$ cat config.mk
export PLATFORM = sky130hd
export DESIGN_NAME = jtag_bitbang_shifter
export DESIGN_NICKNAME = d
export VERILOG_FILES = /design/src/design/jbs_pkg.sv /design/src/design/jbs_engine.sv /design/src/design/jtag_bitbang_shifter.sv
export VERILOG_INCLUDE_DIRS = /design/src /design/src/design
export SDC_FILE = /design/constraint.sdc
export NUM_CORES = 1
export LEC_CHECK = 0
export ABC_AREA = 1
export BUFFER_PORTS_ARGS = -buffer_cell sky130_fd_sc_hd__buf_2
export CORE_UTILIZATION = 40
export CTS_CLUSTER_SIZE = 10
export DETAILED_ROUTE_END_ITERATION = 7
export SLEW_MARGIN = 20
export SYNTH_ARGS = -nofsm -noshare
export SYNTH_HDL_FRONTEND = slang
export SYNTH_SLANG_ARGS = --single-unit
export TNS_END_PERCENT = 50
$ cat constraint.sdc
create_clock -name i_clk -period 3.16 [get_ports i_clk]
set_input_delay 0.158 -clock i_clk [delete_from_list [all_inputs] [get_ports i_clk]]
set_output_delay 0.158 -clock i_clk [all_outputs]
set_load 0.03 [all_outputs]
$ cat src/design/jtag_bitbang_shifter_defines.svh
// ----------------------------------------------------------------------------
// JTAG bit-bang shifter assertion macros
// Shared property wrappers for the shifter's concurrent checks.
// ----------------------------------------------------------------------------
`ifndef JTAG_BITBANG_SHIFTER_DEFINES_SVH
`define JTAG_BITBANG_SHIFTER_DEFINES_SVH

// Check a same-cycle implication, skipped while reset is held
`define JBS_ASSERT_IMP(lbl, ante, cons, msg) \
    lbl: assert property (@(posedge i_clk) disable iff (!i_rst_n) (ante) |-> (cons)) \
        else $error(msg);

// Check an implication in the next cycle, skipped while reset is held
`define JBS_ASSERT_NEXT(lbl, ante, cons, msg) \
    lbl: assert property (@(posedge i_clk) disable iff (!i_rst_n) (ante) |=> (cons)) \
        else $error(msg);

`endif

$ cat src/design/jbs_pkg.sv
// ----------------------------------------------------------------------------
// JTAG bit-bang shifter package
// Item, configuration and result types plus fixed codes and constants.
// ----------------------------------------------------------------------------
`timescale 1ns / 1ps

package jbs_pkg;

    localparam int WORD_W  = 32;
    localparam int COUNT_W = 6;
    localparam int HALF_W  = 16;
    localparam int IDX_W   = 2;
    localparam int PORT_W  = 2;

    // Longest transfer; larger bit counts saturate to it
    localparam int MAX_BITS = 32;

    // Configuration register indexes
    localparam logic [IDX_W-1:0] CFG_HALF_PERIOD = 2'd0;
    localparam logic [IDX_W-1:0] CFG_DUAL_PASS   = 2'd1;
    localparam logic [IDX_W-1:0] CFG_PORT_INDEX  = 2'd2;

    localparam logic [HALF_W-1:0] RESET_HALF_PERIOD = 16'd50;

    // Item opcodes
    localparam logic OP_TICK  = 1'b0;
    localparam logic OP_START = 1'b1;

    typedef struct packed {
        logic [HALF_W-1:0] half_period;
        logic              dual_pass;
        logic [PORT_W-1:0] port_index;
    } t_cfg;

    typedef struct packed {
        logic               opcode;
        logic [COUNT_W-1:0] bit_count;
        logic [WORD_W-1:0]  tms_bits;
        logic [WORD_W-1:0]  tdi_bits;
        logic               tdo_pin;
    } t_item;

    typedef struct packed {
        logic tck;
        logic tms;
        logic tdi;
        logic side;
    } t_pins;

    localparam t_pins PINS_RESET = '{tck: 1'b0, tms: 1'b1, tdi: 1'b0, side: 1'b1};

    typedef struct packed {
        t_pins             pins;
        logic              busy;
        logic              done;
        logic [WORD_W-1:0] word;
    } t_result;

endpackage

$ cat src/design/jbs_engine.sv
// ----------------------------------------------------------------------------
// JTAG bit-bang shifter engine
// Holds the shift state and advances it by one item per step.
// ----------------------------------------------------------------------------
`timescale 1ns / 1ps

module jbs_engine
    import jbs_pkg::*;
#(
    parameter int DELAY_WIDTH = 16
) (
    input  logic    i_clk,
    input  logic    i_rst_n,
    input  logic    i_step,
    input  t_item   i_item,
    input  t_cfg    i_cfg,
    output t_result o_result
);

    localparam int            CW  = $clog2(MAX_BITS + 1);
    localparam logic [COUNT_W:0] SAT = (COUNT_W + 1)'(MAX_BITS);

    logic [DELAY_WIDTH-1:0] r_tick, n_tick;
    logic [CW-1:0]          r_bit_idx, n_bit_idx;
    logic [CW-1:0]          r_bit_total, n_bit_total;
    logic [WORD_W-1:0]      r_tms_shift, n_tms_shift;
    logic [WORD_W-1:0]      r_tdi_shift, n_tdi_shift;
    logic [WORD_W-1:0]      r_tms_saved, n_tms_saved;
    logic [WORD_W-1:0]      r_tdi_saved, n_tdi_saved;
    logic [WORD_W-1:0]      r_tdo_accum, n_tdo_accum;
    logic [WORD_W-1:0]      r_first_word, n_first_word;
    logic                   r_pass_second, n_pass_second;
    logic                   r_high, n_high;
    logic                   r_running, n_running;
    t_pins                  r_pins, n_pins;

    logic [DELAY_WIDTH-1:0] half_raw;
    logic [DELAY_WIDTH-1:0] half_limit;
    logic [DELAY_WIDTH-1:0] tick_inc;
    logic [CW-1:0]          bit_next;
    logic [COUNT_W:0]       count_ext;
    logic [CW-1:0]          count_sat;
    logic [WORD_W-1:0]      tms_next_shift;
    logic [WORD_W-1:0]      tdi_next_shift;
    logic                   start;
    logic                   done;
    logic [WORD_W-1:0]      word;

    // Derive the half-period length, the saturated count and the shifted bits
    always_comb begin
        half_raw       = DELAY_WIDTH'(i_cfg.half_period);
        half_limit     = (half_raw == '0) ? DELAY_WIDTH'(1) : half_raw;
        tick_inc       = r_tick + 1'b1;
        bit_next       = r_bit_idx + 1'b1;
        count_ext      = {1'b0, i_item.bit_count};
        count_sat      = (count_ext > SAT) ? CW'(SAT) : CW'(count_ext);
        tms_next_shift = r_tms_shift >> 1;
        tdi_next_shift = r_tdi_shift >> 1;
        start          = (i_item.opcode == OP_START) && !r_running;
    end

    // Advance the sequencer by one item
    always_comb begin
        n_tick        = r_tick;
        n_bit_idx     = r_bit_idx;
        n_bit_total   = r_bit_total;
        n_tms_shift   = r_tms_shift;
        n_tdi_shift   = r_tdi_shift;
        n_tms_saved   = r_tms_saved;
        n_tdi_saved   = r_tdi_saved;
        n_tdo_accum   = r_tdo_accum;
        n_first_word  = r_first_word;
        n_pass_second = r_pass_second;
        n_high        = r_high;
        n_running     = r_running;
        n_pins        = r_pins;
        done          = 1'b0;
        word          = '0;

        if (i_step) begin
            if (start) begin
                // Load a new transfer and open the first low half, or finish at once on a zero count
                n_tms_saved   = i_item.tms_bits;
                n_tdi_saved   = i_item.tdi_bits;
                n_first_word  = '0;
                n_pass_second = 1'b0;
                n_bit_total   = count_sat;
                n_tdo_accum   = '0;
                if (count_sat == '0) begin
                    if (i_cfg.dual_pass) begin
                        n_pins.side = 1'b1;
                    end
                    done = 1'b1;
                end else begin
                    if (i_cfg.dual_pass) begin
                        n_pins.side = 1'b0;
                    end
                    n_running   = 1'b1;
                    n_tms_shift = i_item.tms_bits;
                    n_tdi_shift = i_item.tdi_bits;
                    n_bit_idx   = '0;
                    n_pins.tck  = 1'b0;
                    n_pins.tms  = i_item.tms_bits[0];
                    n_pins.tdi  = i_item.tdi_bits[0];
                    n_high      = 1'b0;
                    n_tick      = '0;
                end
            end else if (r_running) begin
                if (tick_inc < half_limit) begin
                    n_tick = tick_inc;
                end else begin
                    n_tick = '0;
                    if (!r_high) begin
                        // End of low half: sample TDO, raise TCK
                        if (i_item.tdo_pin) begin
                            n_tdo_accum = r_tdo_accum | (WORD_W'(1) << r_bit_idx);
                        end
                        n_pins.tck = 1'b1;
                        n_high     = 1'b1;
                    end else begin
                        // End of high half: move to the next bit
                        n_tms_shift = tms_next_shift;
                        n_tdi_shift = tdi_next_shift;
                        n_bit_idx   = bit_next;
                        if (bit_next < r_bit_total) begin
                            n_pins.tck = 1'b0;
                            n_pins.tms = tms_next_shift[0];
                            n_pins.tdi = tdi_next_shift[0];
                            n_high     = 1'b0;
                        end else if (!r_pass_second && i_cfg.dual_pass) begin
                            // Rerun the sequence on the other side
                            n_first_word  = r_tdo_accum;
                            n_pass_second = 1'b1;
                            n_pins.side   = 1'b1;
                            n_tms_shift   = r_tms_saved;
                            n_tdi_shift   = r_tdi_saved;
                            n_tdo_accum   = '0;
                            n_bit_idx     = '0;
                            n_pins.tck    = 1'b0;
                            n_pins.tms    = r_tms_saved[0];
                            n_pins.tdi    = r_tdi_saved[0];
                            n_high        = 1'b0;
                        end else begin
                            n_running = 1'b0;
                            done      = 1'b1;
                            word      = r_pass_second ? r_first_word : r_tdo_accum;
                        end
                    end
                end
            end
        end
    end

    // Hold the sequencer state
    always_ff @(posedge i_clk) begin
        if (!i_rst_n) begin
            r_tick        <= '0;
            r_bit_idx     <= '0;
            r_bit_total   <= '0;
            r_tms_shift   <= '0;
            r_tdi_shift   <= '0;
            r_tms_saved   <= '0;
            r_tdi_saved   <= '0;
            r_tdo_accum   <= '0;
            r_first_word  <= '0;
            r_pass_second <= 1'b0;
            r_high        <= 1'b0;
            r_running     <= 1'b0;
            r_pins        <= PINS_RESET;
        end else begin
            r_tick        <= n_tick;
            r_bit_idx     <= n_bit_idx;
            r_bit_total   <= n_bit_total;
            r_tms_shift   <= n_tms_shift;
            r_tdi_shift   <= n_tdi_shift;
            r_tms_saved   <= n_tms_saved;
            r_tdi_saved   <= n_tdi_saved;
            r_tdo_accum   <= n_tdo_accum;
            r_first_word  <= n_first_word;
            r_pass_second <= n_pass_second;
            r_high        <= n_high;
            r_running     <= n_running;
            r_pins        <= n_pins;
        end
    end

    assign o_result = '{pins: n_pins, busy: n_running, done: done, word: word};

endmodule

$ cat src/design/jtag_bitbang_shifter.sv
// ----------------------------------------------------------------------------
// JTAG bit-bang shifter
// Sequences TCK/TMS/TDI and captures TDO, one result per tick or start item.
// ----------------------------------------------------------------------------
// Every input transfer is one time tick or one start request and gives exactly
// one result transfer with the pin levels after it. The block takes one item
// per clock cycle when the result side keeps up; each item waits in the input
// register until the engine steps it, and its result is then registered in the
// output register, which offers it until the result transfer completes.
// The rate is set by the sequencer state update in the engine, which handles
// one item per cycle while the result side keeps up. A transfer of N bits needs
// 2 * N * max(half_period_ticks, 1) tick items, twice that in dual-pass mode.
// Configuration writes take effect on the next clock edge.
`timescale 1ns / 1ps

`include "jtag_bitbang_shifter_defines.svh"

module jtag_bitbang_shifter
    import jbs_pkg::*;
#(
    parameter int DELAY_WIDTH = 16
) (
    input  logic              i_clk,
    input  logic              i_rst_n,
    // configuration write port
    input  logic              i_cfg_we,
    input  logic [IDX_W-1:0]  i_cfg_idx,
    input  logic [HALF_W-1:0] i_cfg_data,
    // input item channel
    input  logic              i_valid,
    output logic              o_ready,
    input  logic              i_opcode,
    input  logic [COUNT_W-1:0] i_bit_count,
    input  logic [WORD_W-1:0] i_tms_bits,
    input  logic [WORD_W-1:0] i_tdi_bits,
    input  logic              i_tdo_pin,
    // result channel
    output logic              o_valid,
    input  logic              i_ready,
    output logic              o_tck_level,
    output logic              o_tms_level,
    output logic              o_tdi_level,
    output logic              o_side_level,
    output logic [PORT_W-1:0] o_port_out,
    output logic              o_busy_res,
    output logic              o_done_res,
    output logic [WORD_W-1:0] o_tdo_word
);

    t_cfg              r_cfg;
    logic              r_in_valid;
    t_item             r_item;
    logic              r_out_valid;
    t_result           r_out_res;
    logic [PORT_W-1:0] r_out_port;

    t_result           step_res;
    logic              step;
    logic              in_xfer;
    logic              out_xfer;

    // Process the held item when the result register is free or draining
    assign step     = r_in_valid && (!r_out_valid || i_ready);
    assign o_ready  = !r_in_valid || step;
    assign in_xfer  = i_valid && o_ready;
    assign out_xfer = r_out_valid && i_ready;

    // Write configuration registers
    always_ff @(posedge i_clk) begin
        if (!i_rst_n) begin
            r_cfg <= '{half_period: RESET_HALF_PERIOD, dual_pass: 1'b0, port_index: '0};
        end else if (i_cfg_we) begin
            unique case (i_cfg_idx)
                CFG_HALF_PERIOD: r_cfg.half_period <= i_cfg_data;
                CFG_DUAL_PASS:   r_cfg.dual_pass   <= i_cfg_data[0];
                CFG_PORT_INDEX:  r_cfg.port_index  <= i_cfg_data[PORT_W-1:0];
                default:         r_cfg             <= r_cfg;
            endcase
        end
    end

    // Capture an input transfer
    always_ff @(posedge i_clk) begin
        if (!i_rst_n) begin
            r_in_valid <= 1'b0;
        end else if (in_xfer) begin
            r_in_valid <= 1'b1;
        end else if (step) begin
            r_in_valid <= 1'b0;
        end
    end

    always_ff @(posedge i_clk) begin
        if (in_xfer) begin
            r_item <= '{opcode: i_opcode, bit_count: i_bit_count, tms_bits: i_tms_bits,
                        tdi_bits: i_tdi_bits, tdo_pin: i_tdo_pin};
        end
    end

    jbs_engine #(
        .DELAY_WIDTH (DELAY_WIDTH)
    ) u_engine (
        .i_clk    (i_clk),
        .i_rst_n  (i_rst_n),
        .i_step   (step),
        .i_item   (r_item),
        .i_cfg    (r_cfg),
        .o_result (step_res)
    );

    // Hold the result until its transfer completes
    always_ff @(posedge i_clk) begin
        if (!i_rst_n) begin
            r_out_valid <= 1'b0;
        end else if (step) begin
            r_out_valid <= 1'b1;
        end else if (out_xfer) begin
            r_out_valid <= 1'b0;
        end
    end

    always_ff @(posedge i_clk) begin
        if (step) begin
            r_out_res  <= step_res;
            r_out_port <= r_cfg.port_index;
        end
    end

    assign o_valid      = r_out_valid;
    assign o_tck_level  = r_out_res.pins.tck;
    assign o_tms_level  = r_out_res.pins.tms;
    assign o_tdi_level  = r_out_res.pins.tdi;
    assign o_side_level = r_out_res.pins.side;
    assign o_port_out   = r_out_port;
    assign o_busy_res   = r_out_res.busy;
    assign o_done_res   = r_out_res.done;
    assign o_tdo_word   = r_out_res.word;

    // Checks
    `JBS_ASSERT_IMP(a_done_not_busy, o_valid && o_done_res, !o_busy_res, "done with busy set")
    `JBS_ASSERT_IMP(a_word_only_done, o_valid && !o_done_res, o_tdo_word == '0, "word without done")
    `JBS_ASSERT_IMP(a_stall_only_full, !o_ready, r_in_valid && r_out_valid && !i_ready, "bad stall")
    `JBS_ASSERT_NEXT(a_step_fills_out, step, r_out_valid, "result lost")

endmodule

==> results of run 1 <==
-- synthesized netlist by cell type (all sizes together) (2+ instances only) --
master	n	area [µm²]
a211oi	6	57.6
clkbuf	73	274
a31oi	3	18.8
dfxtp	246	4920
buf	56	389
o211ai	6	45.0
and3	2	12.5
inv	110	415
ha	27	338
nor3	8	56.3
a21o	2	15.0
nand4	5	31.3
o31ai	58	460
xnor2	2	17.5
o21ai	31	155
nor2	297	1140
edfxtp	112	3360
a21oi	265	1330
xor2	12	105
a22oi	5	37.5
nand3	165	1140
nand2	390	1510
-- routing by layer --
metal / track usage (%) / part of all wire (%)
met4: 5.60 / 2.5
met1: 26.1 / 45
met3: 2.98 / 4.5
met5: 0 / 0
met2: 34.3 / 48
-- worst max path at each step --
| stage | startpoint | slack (ns) | endpoint |
|---|---|---|---|
| floorplan | u_engine.r_tick[0] | -0.08 | u_engine.r_tms_shift[1] |
| detailed placement | u_engine.r_tick[0] | -0.24 | u_engine.r_tdi_shift[7] |
| CTS | u_engine.r_tick[0] | -0.16 | u_engine.r_first_word[28] |
| global route | u_engine.r_tick[0] | -0.44 | u_engine.r_tms_shift[4] |
| global placement | u_engine.r_tick[0] | -0.18 | u_engine.r_first_word[25] |
| finish | u_engine.r_tick[1] | -0.22 | u_engine.r_tdi_shift[2] |
-- power by group --
part           leakage (nW)  switching, mW  internal, mW
Clock                 0.621           1.87          2.72
Combinational          4.19          0.662         0.413
Sequential             3.08         0.0736          4.89
-- tightest hold or removal path, delay by kind of cell --
family / cells / cell delay, ns
compound gates: 1 / 0.17
simple gates: 1 / 0.13
buf+inv: 1 / 0.10
-- state kept, by name (all words and copies together) (netlist names), 2 cells and up --
signal / cells
o_tdo_word: 32
r_item: 72
u_engine.r_pins: 4
u_engine.r_tick: 16
r_cfg: 19
u_engine.r_tms_saved: 32
u_engine.r_first_word: 32
u_engine.r_tdi_saved: 32
u_engine.r_bit_total: 6
o_port_out: 2
u_engine.r_tdi_shift: 31
u_engine.r_tms_shift: 31
u_engine.r_bit_idx: 6
u_engine.r_tdo_accum: 32
-- through the flow --
| step | hold slack, ns | power [mW] | setup TNS, ns | instance area [µm²] | worst slack [ns] |
|---|---|---|---|---|---|
| final | 0.0509 | 10.6 | -26.02 | 21200 | -0.223 |
| after global routing | 0.0693 | 11.0 | -69.51 | 21200 | -0.442 |
| after CTS | 0.0282 | 10.7 | -16.45 | 20400 | -0.162 |
| after detailed placement | 0.336 | 5.91 | -29.28 | 17400 | -0.241 |
| after global placement | 0.334 | 5.90 | -25.18 | 17400 | -0.184 |
| after floorplan | 0.257 | 5.62 | -6.97 | 16000 | -0.0812 |
-- kinds of logic (layout without fill, tap and decap cells) --
family          Yosys count  count (layout)  synth area share [%]
compound gates          381             381                  13.6
xor+xnor                 14              14                 0.770
fa+ha+maj                27              27                  2.12
buf+inv                 240             520                  6.80
flops                   358             358                  52.1
simple gates            871             871                  24.6
-- what timing repair did --
item	in CTS	in global routing
endpoints found under the hold margin	93	0
gates cloned	15	9
gates resized for setup	62	145
setup buffers	11	4
pin swaps	18	33
setup endpoints to repair	190	193
hold buffers	97	0
-- layout make-up --
class | instances | area, µm²
clock inverters | 5 | 66.3
multi-input cells | 1293 | 7350
repair buffers | 331 | 3180
well taps | 518 | 648
inverters | 111 | 444
clock buffers | 72 | 1230
flip-flops and latches | 358 | 8300
repair inverters | 1 | 20.0
fillers | 3470 | 17700
==> results.sh, run 1 <==
export IMPL_routedWlPerCell_um=15.6
export IMPL_hold_class="in -> reg"
export IMPL_cp_start_kind="flop"
export IMPL_final_hold_violation_count=0
export IMPL_syn_inst=1891
export IMPL_max_stage_delay_ns=0.40
export IMPL_grtUsageTotal_pct=20.0
export IMPL_vdd_drop_max_mv=0.426
export IMPL_min_to="r_cfg[7]"
export IMPL_layout_cells_most_common_list="345 x nand2_1, 271 x nor2_1, 242 x dfxtp_1, 226 x a21oi_1, 136 x buf_2"
export IMPL_worstPathCellList="buf_6 -> nand2_2 -> nor2_2 -> nand2_2 -> nor4_2 -> buf_4 -> nand4_1 -> xnor2_2 -> ha_1 -> a21o_1 -> a2111oi_4 -> nand2_4 -> inv_4 -> nand2_8 -> nand2_8 -> inv_16 -> buf_12 -> buf_16 -> nand3_2 -> a21oi_1"
export IMPL_h_tree_depth=2
export IMPL_timing_slew_headroom_pct=28.9
export IMPL_overflow=0
export IMPL_drv_slew=0
export IMPL_die_h_um=202
export IMPL_clockBufferDepth=3
export IMPL_numCtsBuffers=43
export IMPL_min_period_ns=3.38
export IMPL_fin_skew_ns=0.0181
export IMPL_utilization_pct=54.6
export IMPL_fin_cells=2689
export IMPL_first_iter_violations=923
export IMPL_pin_count=137
export IMPL_r2r_start="u_engine.r_tick[1]"
export IMPL_clkTransAtPathRegs_ns=0.06
export IMPL_synthDistinctLibCells=49
export IMPL_worstPathRequired_ns=3.56
export IMPL_avgSynthCellArea_um2=8.42
export IMPL_status="finished with violations"
export IMPL_path_buf_inv=6
export IMPL_dieArea_mm2=0.0406
export IMPL_portBuffers=136
export IMPL_grt_antenna_before_repair=0
export IMPL_place_hpwl_um=22800
export IMPL_place_congestion=0.810
export IMPL_dp_cells=2477
export IMPL_critPathTopFamily="simple AND/OR/NAND/NOR gates"
export IMPL_grt_pass1_wl_um=67000
export IMPL_ys_seq_area_share_pct=52.1
export IMPL_r2r_slack_ns=-0.22
export IMPL_clk_latency_ns=0.55
export IMPL_clock_sinks=358
export IMPL_rows=72
export IMPL_power_leakage_nw=7.89
export IMPL_period_share_pct=107
export IMPL_drv_cap=0
export IMPL_postLayoutSetupSlackWorst_ns=-0.223
export IMPL_grt_setup_unrepaired="yes"
export IMPL_grt_start_max_net_pins=158
export IMPL_min_delay_path_depth=3
export IMPL_crit_path_end_kind="flop"
export IMPL_cts_tree="yes"
export IMPL_cp_num_cells=20
export IMPL_core_area_mm2=0.0389
export IMPL_worst_pin_slew_ns=1.07
export IMPL_crit_fanout=7
export IMPL_worst_path_max_delay_cell="a2111oi_4"
export IMPL_layout_drive_gt1_share_pct=24.2
export IMPL_drt_pre_antenna_iters=5
export IMPL_via_per_inst=5.11
export IMPL_dr_total_vias=13751
export IMPL_antennaDiodeCount=0
export IMPL_syn_area_mm2=0.0159
export IMPL_drc=0
export IMPL_drt_wl_total_um=42000
export IMPL_synth_flop_cell="dfxtp_1"
export IMPL_syn2layout_area_growth_pct=33.3
export IMPL_first_global_vias=13060
export IMPL_worstSetupPathType="reg -> reg"
export IMPL_finalSetupViolations=188
export IMPL_root_buffer="clkbuf_16"
export IMPL_violations="negative setup slack"
export IMPL_final_common_cell="nand2_1"
export IMPL_ys_seq_elements=358
export IMPL_timing_rr_end="u_engine.r_tdi_shift[2]"
export IMPL_syn_nets=2013
export IMPL_synth_edff_count=112
export IMPL_rr_worst_depth=20
export IMPL_ys_async_sr_fraction_pct=0
export IMPL_timing_fmax_ghz=0.296
export IMPL_nets=2261
export IMPL_p_per_area_mw_per_mm2=500
export IMPL_initial_core_util_pct=40.9
export IMPL_hp_start="i_cfg_idx[0]"
export IMPL_ys_warn_count=0
export IMPL_dieWidth_um=202
export IMPL_arrival_ns=3.78
export IMPL_ant_nets=0
Power figures use the tool's default switching activity.
==> run 2, diff against run 1 <==
ABC_AREA = 0   (was 1)
CELL_PAD_IN_SITES_DETAIL_PLACEMENT = 0   (was default)
CELL_PAD_IN_SITES_GLOBAL_PLACEMENT = 1   (was default)
PLACE_DENSITY_LB_ADDON = 0.1   (was default)
SETUP_SLACK_MARGIN = 0.02   (was default)
==> results.sh, run 2 <==
export IMPL_hold_class="in -> reg"
export IMPL_period_share_pct=104
export IMPL_placed_cell_area_mm2=0.0161
export IMPL_dieArea_mm2=0.0370
export IMPL_pwr_share_seq_pct=48.4
export IMPL_p_sw_mw=2.42
export IMPL_cp_num_cells=18
export IMPL_combPwrFrac_pct=7.7
export IMPL_ys_async_sr_fraction_pct=0
export IMPL_final_cell_area_mm2=0.0190
export IMPL_synth_area_leaders="dfxtp_1 34%, edfxtp_1 23%, nand2_1 6.6%"
export IMPL_cp_start_kind="flop"
export IMPL_critPathTopFamily="simple AND/OR/NAND/NOR gates"
export IMPL_min_period_ns=3.30
export IMPL_avgSynthCellArea_um2=9.65
export IMPL_dieWidth_um=192
export IMPL_setup_worst_path_start="u_engine.r_tick[1]"
export IMPL_max_stage_delay_ns=0.37
export IMPL_arrival_ns=3.80
export IMPL_grt_antenna_before_repair=0
export IMPL_worstPathCellList="ha_4 -> and3_4 -> and4_4 -> and2_4 -> nand3_4 -> xnor2_2 -> ha_1 -> nand4_1 -> buf_4 -> nor4_4 -> o221ai_2 -> and3_1 -> buf_6 -> a211oi_4 -> buf_6 -> clkbuf_16 -> a31oi_1 -> nor2_1"
export IMPL_worst_path_max_delay_cell="dfxtp_4"
export IMPL_p_clk_share_pct=43.9
export IMPL_finalSetupViolations=167
export IMPL_synth_most_common_cell="nand2_1"
export IMPL_die_h_um=192
export IMPL_r2r_start="u_engine.r_tick[1]"
export IMPL_syn_inst=1501
export IMPL_grtUsageTotal_pct=20.9
export IMPL_antennaDiodeCount=0
export IMPL_h_tree_depth=2
export IMPL_dr_total_vias=11728
export IMPL_ys_seq_elements=358
export IMPL_clkTransAtPathRegs_ns=0.05
export IMPL_synth_top_area_cell="dfxtp_1"
export IMPL_final_common_cell="nand2_1"
export IMPL_first_global_vias=11488
export IMPL_path_buf_inv=4
export IMPL_drv_cap=0
export IMPL_timing_rr_end="u_engine.r_tdo_accum[21]"
export IMPL_postLayoutSetupSlackWorst_ns=-0.138
export IMPL_layout_drive_gt1_share_pct=19.9
export IMPL_pin_count=137
export IMPL_crit_fanout=16
export IMPL_yosys_top_cells_count="254 x nand2_1, 246 x dfxtp_1, 161 x a21oi_1, 112 x edfxtp_1, 108 x nor2_1"
export IMPL_clockBufferDepth=3
export IMPL_ant_nets=0
export IMPL_top_register="r_item"
export IMPL_fin_cells=2247
export IMPL_power_leakage_nw=6.96
export IMPL_syn2layout_area_growth_pct=31.0
export IMPL_worst_pin_slew_ns=1.01
export IMPL_syn_nets=1623
export IMPL_p_int_mw=7.82
export IMPL_grt_setup_unrepaired="yes"
export IMPL_timing_slew_headroom_pct=32.3
export IMPL_worstSetupPathType="reg -> reg"
export IMPL_root_buffer="clkbuf_16"
export IMPL_violations="negative setup slack"
export IMPL_grt_start_max_net_pins=82
export IMPL_synth_flop_cell="dfxtp_1"
export IMPL_cts_tree="yes"
export IMPL_ys_seq_area_share_pct=57.2
export IMPL_vdd_drop_max_mv=0.442
export IMPL_dp_cells=2055
export IMPL_timing_fmax_ghz=0.303
export IMPL_synth_edff_count=112
export IMPL_nets=1877
export IMPL_portBuffers=136
export IMPL_drt_wl_total_um=38400
export IMPL_routedWlPerCell_um=17.1
export IMPL_initial_core_util_pct=40.7
export IMPL_synthDistinctLibCells=55
export IMPL_clock_sinks=358
export IMPL_place_hpwl_um=22600
export IMPL_clk_latency_ns=0.56
export IMPL_crit_path_end_kind="flop"
export IMPL_syn_area_mm2=0.0145
export IMPL_via_per_inst=5.22
export IMPL_drv_slew=0
export IMPL_crit_end="u_engine.r_tdo_accum[21]"
export IMPL_worstPathRequired_ns=3.66
export IMPL_core_area_mm2=0.0356
export IMPL_fin_skew_ns=0.0124
export IMPL_layout_cells_most_common_list="249 x nand2_1, 242 x dfxtp_1, 158 x a21oi_1, 136 x buf_2, 112 x edfxtp_1"
export IMPL_place_congestion=0.822
export IMPL_status="finished with violations"
export IMPL_final_hold_violation_count=0
export IMPL_crit_top_cell="buf_6"
export IMPL_p_total_mw=10.2
export IMPL_largest_reg_flops=72
export IMPL_p_per_area_mw_per_mm2=540
export IMPL_drt_pre_antenna_iters=6
export IMPL_drc=0
export IMPL_rr_worst_depth=18
export IMPL_grt_pass1_wl_um=61200
export IMPL_p_sw_share_pct=23.6
export IMPL_r2r_slack_ns=-0.14
export IMPL_numCtsBuffers=43
export IMPL_rows=69
export IMPL_overflow=0
export IMPL_ys_warn_count=0
export IMPL_first_iter_violations=661
export IMPL_synth_top_cell_area_share_pct=34.0
-- run 2: area by class of cell --
| class | instances | area, µm² |
|---|---|---|
| sequential | 358 | 8300 |
| inverter | 31 | 119 |
| clock inverter | 6 | 48.8 |
| multi-input combinational | 1000 | 6020 |
| tap | 461 | 577 |
| timing repair buffer | 321 | 2690 |
| fill | 3248 | 16600 |
| clock buffer | 70 | 1210 |
-- run 2: worst min-delay path by stage --
stage,start,endpoint,slack (ns),cells past startpoint
3_5_place_dp,i_tdi_bits[20],r_item[21],0.34,1
3_3_place_gp,i_tdi_bits[6],r_item[7],0.33,1
5_1_grt,i_cfg_idx[0],r_cfg[5],0.08,4
6_report,i_cfg_idx[0],r_cfg[5],0.05,4
2_1_floorplan,i_tdo_pin,r_item[0],0.26,0
4_1_cts,i_cfg_idx[0],r_cfg[5],0.03,4
-- run 2: power groups by stage --
stage	clock network, mW	registers [mW]	logic, mW
2_1_floorplan	0	5.08	0.340
3_3_place_gp	0	5.05	0.637
3_5_place_dp	0	5.05	0.642
4_1_cts	4.62	4.95	0.750
5_1_grt	4.81	4.96	0.857
6_report	4.50	4.95	0.785
-- run 2: worst register-to-register path, stage by stage, from the launching register on --
cell and delay (ns):
dfxtp_4 0.37, ha_4 0.13, and3_4 0.17, and4_4 0.20, and2_4 0.15, nand3_4 0.08
xnor2_2 0.17, ha_1 0.31, nand4_1 0.11, buf_4 0.17, nor4_4 0.19, o221ai_2 0.15
and3_1 0.17, buf_6 0.14, a211oi_4 0.21, buf_6 0.17, clkbuf_16 0.18, a31oi_1 0.09
nor2_1 0.10
-- run 2: timing repair --
action	4_1_cts	5_1_grt
hold buffers	93	0
cloned	2	7
buffers inserted	7	7
endpoints found under the setup margin	184	189
pin swaps	5	49
gates resized for setup	35	112
endpoints found under the hold margin	93	0
-- run 2: routing by layer --
layer / up-vias / GRT usage, % / part of all wire, %
met5: - / 0 / 0
met4: 0 / 5.57 / 1.6
met3: 51 / 3.80 / 4.5
met2: 253 / 34.6 / 47
met1: 5572 / 28.0 / 47
li1: 5852 / - / -
-- run 2: logic make-up (layout without fill, tap and decap cells) --
logic type               count (synthesis)  count (layout)  share of synthesized area (%)
adder cells (fa/ha/maj)                 27              27                           2.33
multiplexers                            35              35                           2.42
AND/OR/NAND/NOR                        513             513                           15.4
buffers and inverters                  143             428                           3.85
XOR/XNOR                                16              16                          0.968
AO/OA/AOI/OAI                          409             409                           17.8
flip-flops                             358             358                           57.2
-- run 2: stage by stage --
stage,setup WS [ns],util [%],setup TNS [ns],hold slack [ns]
after CTS,-0.0839,52.0,-6.55,0.0270
after global placement,-0.0702,45.2,-4.07,0.334
after detailed placement,-0.158,45.2,-15.44,0.336
after floorplan,-0.0629,-,-1.28,0.257
after global routing,-0.313,53.3,-42.37,0.0772
final,-0.138,53.3,-13.37,0.0525
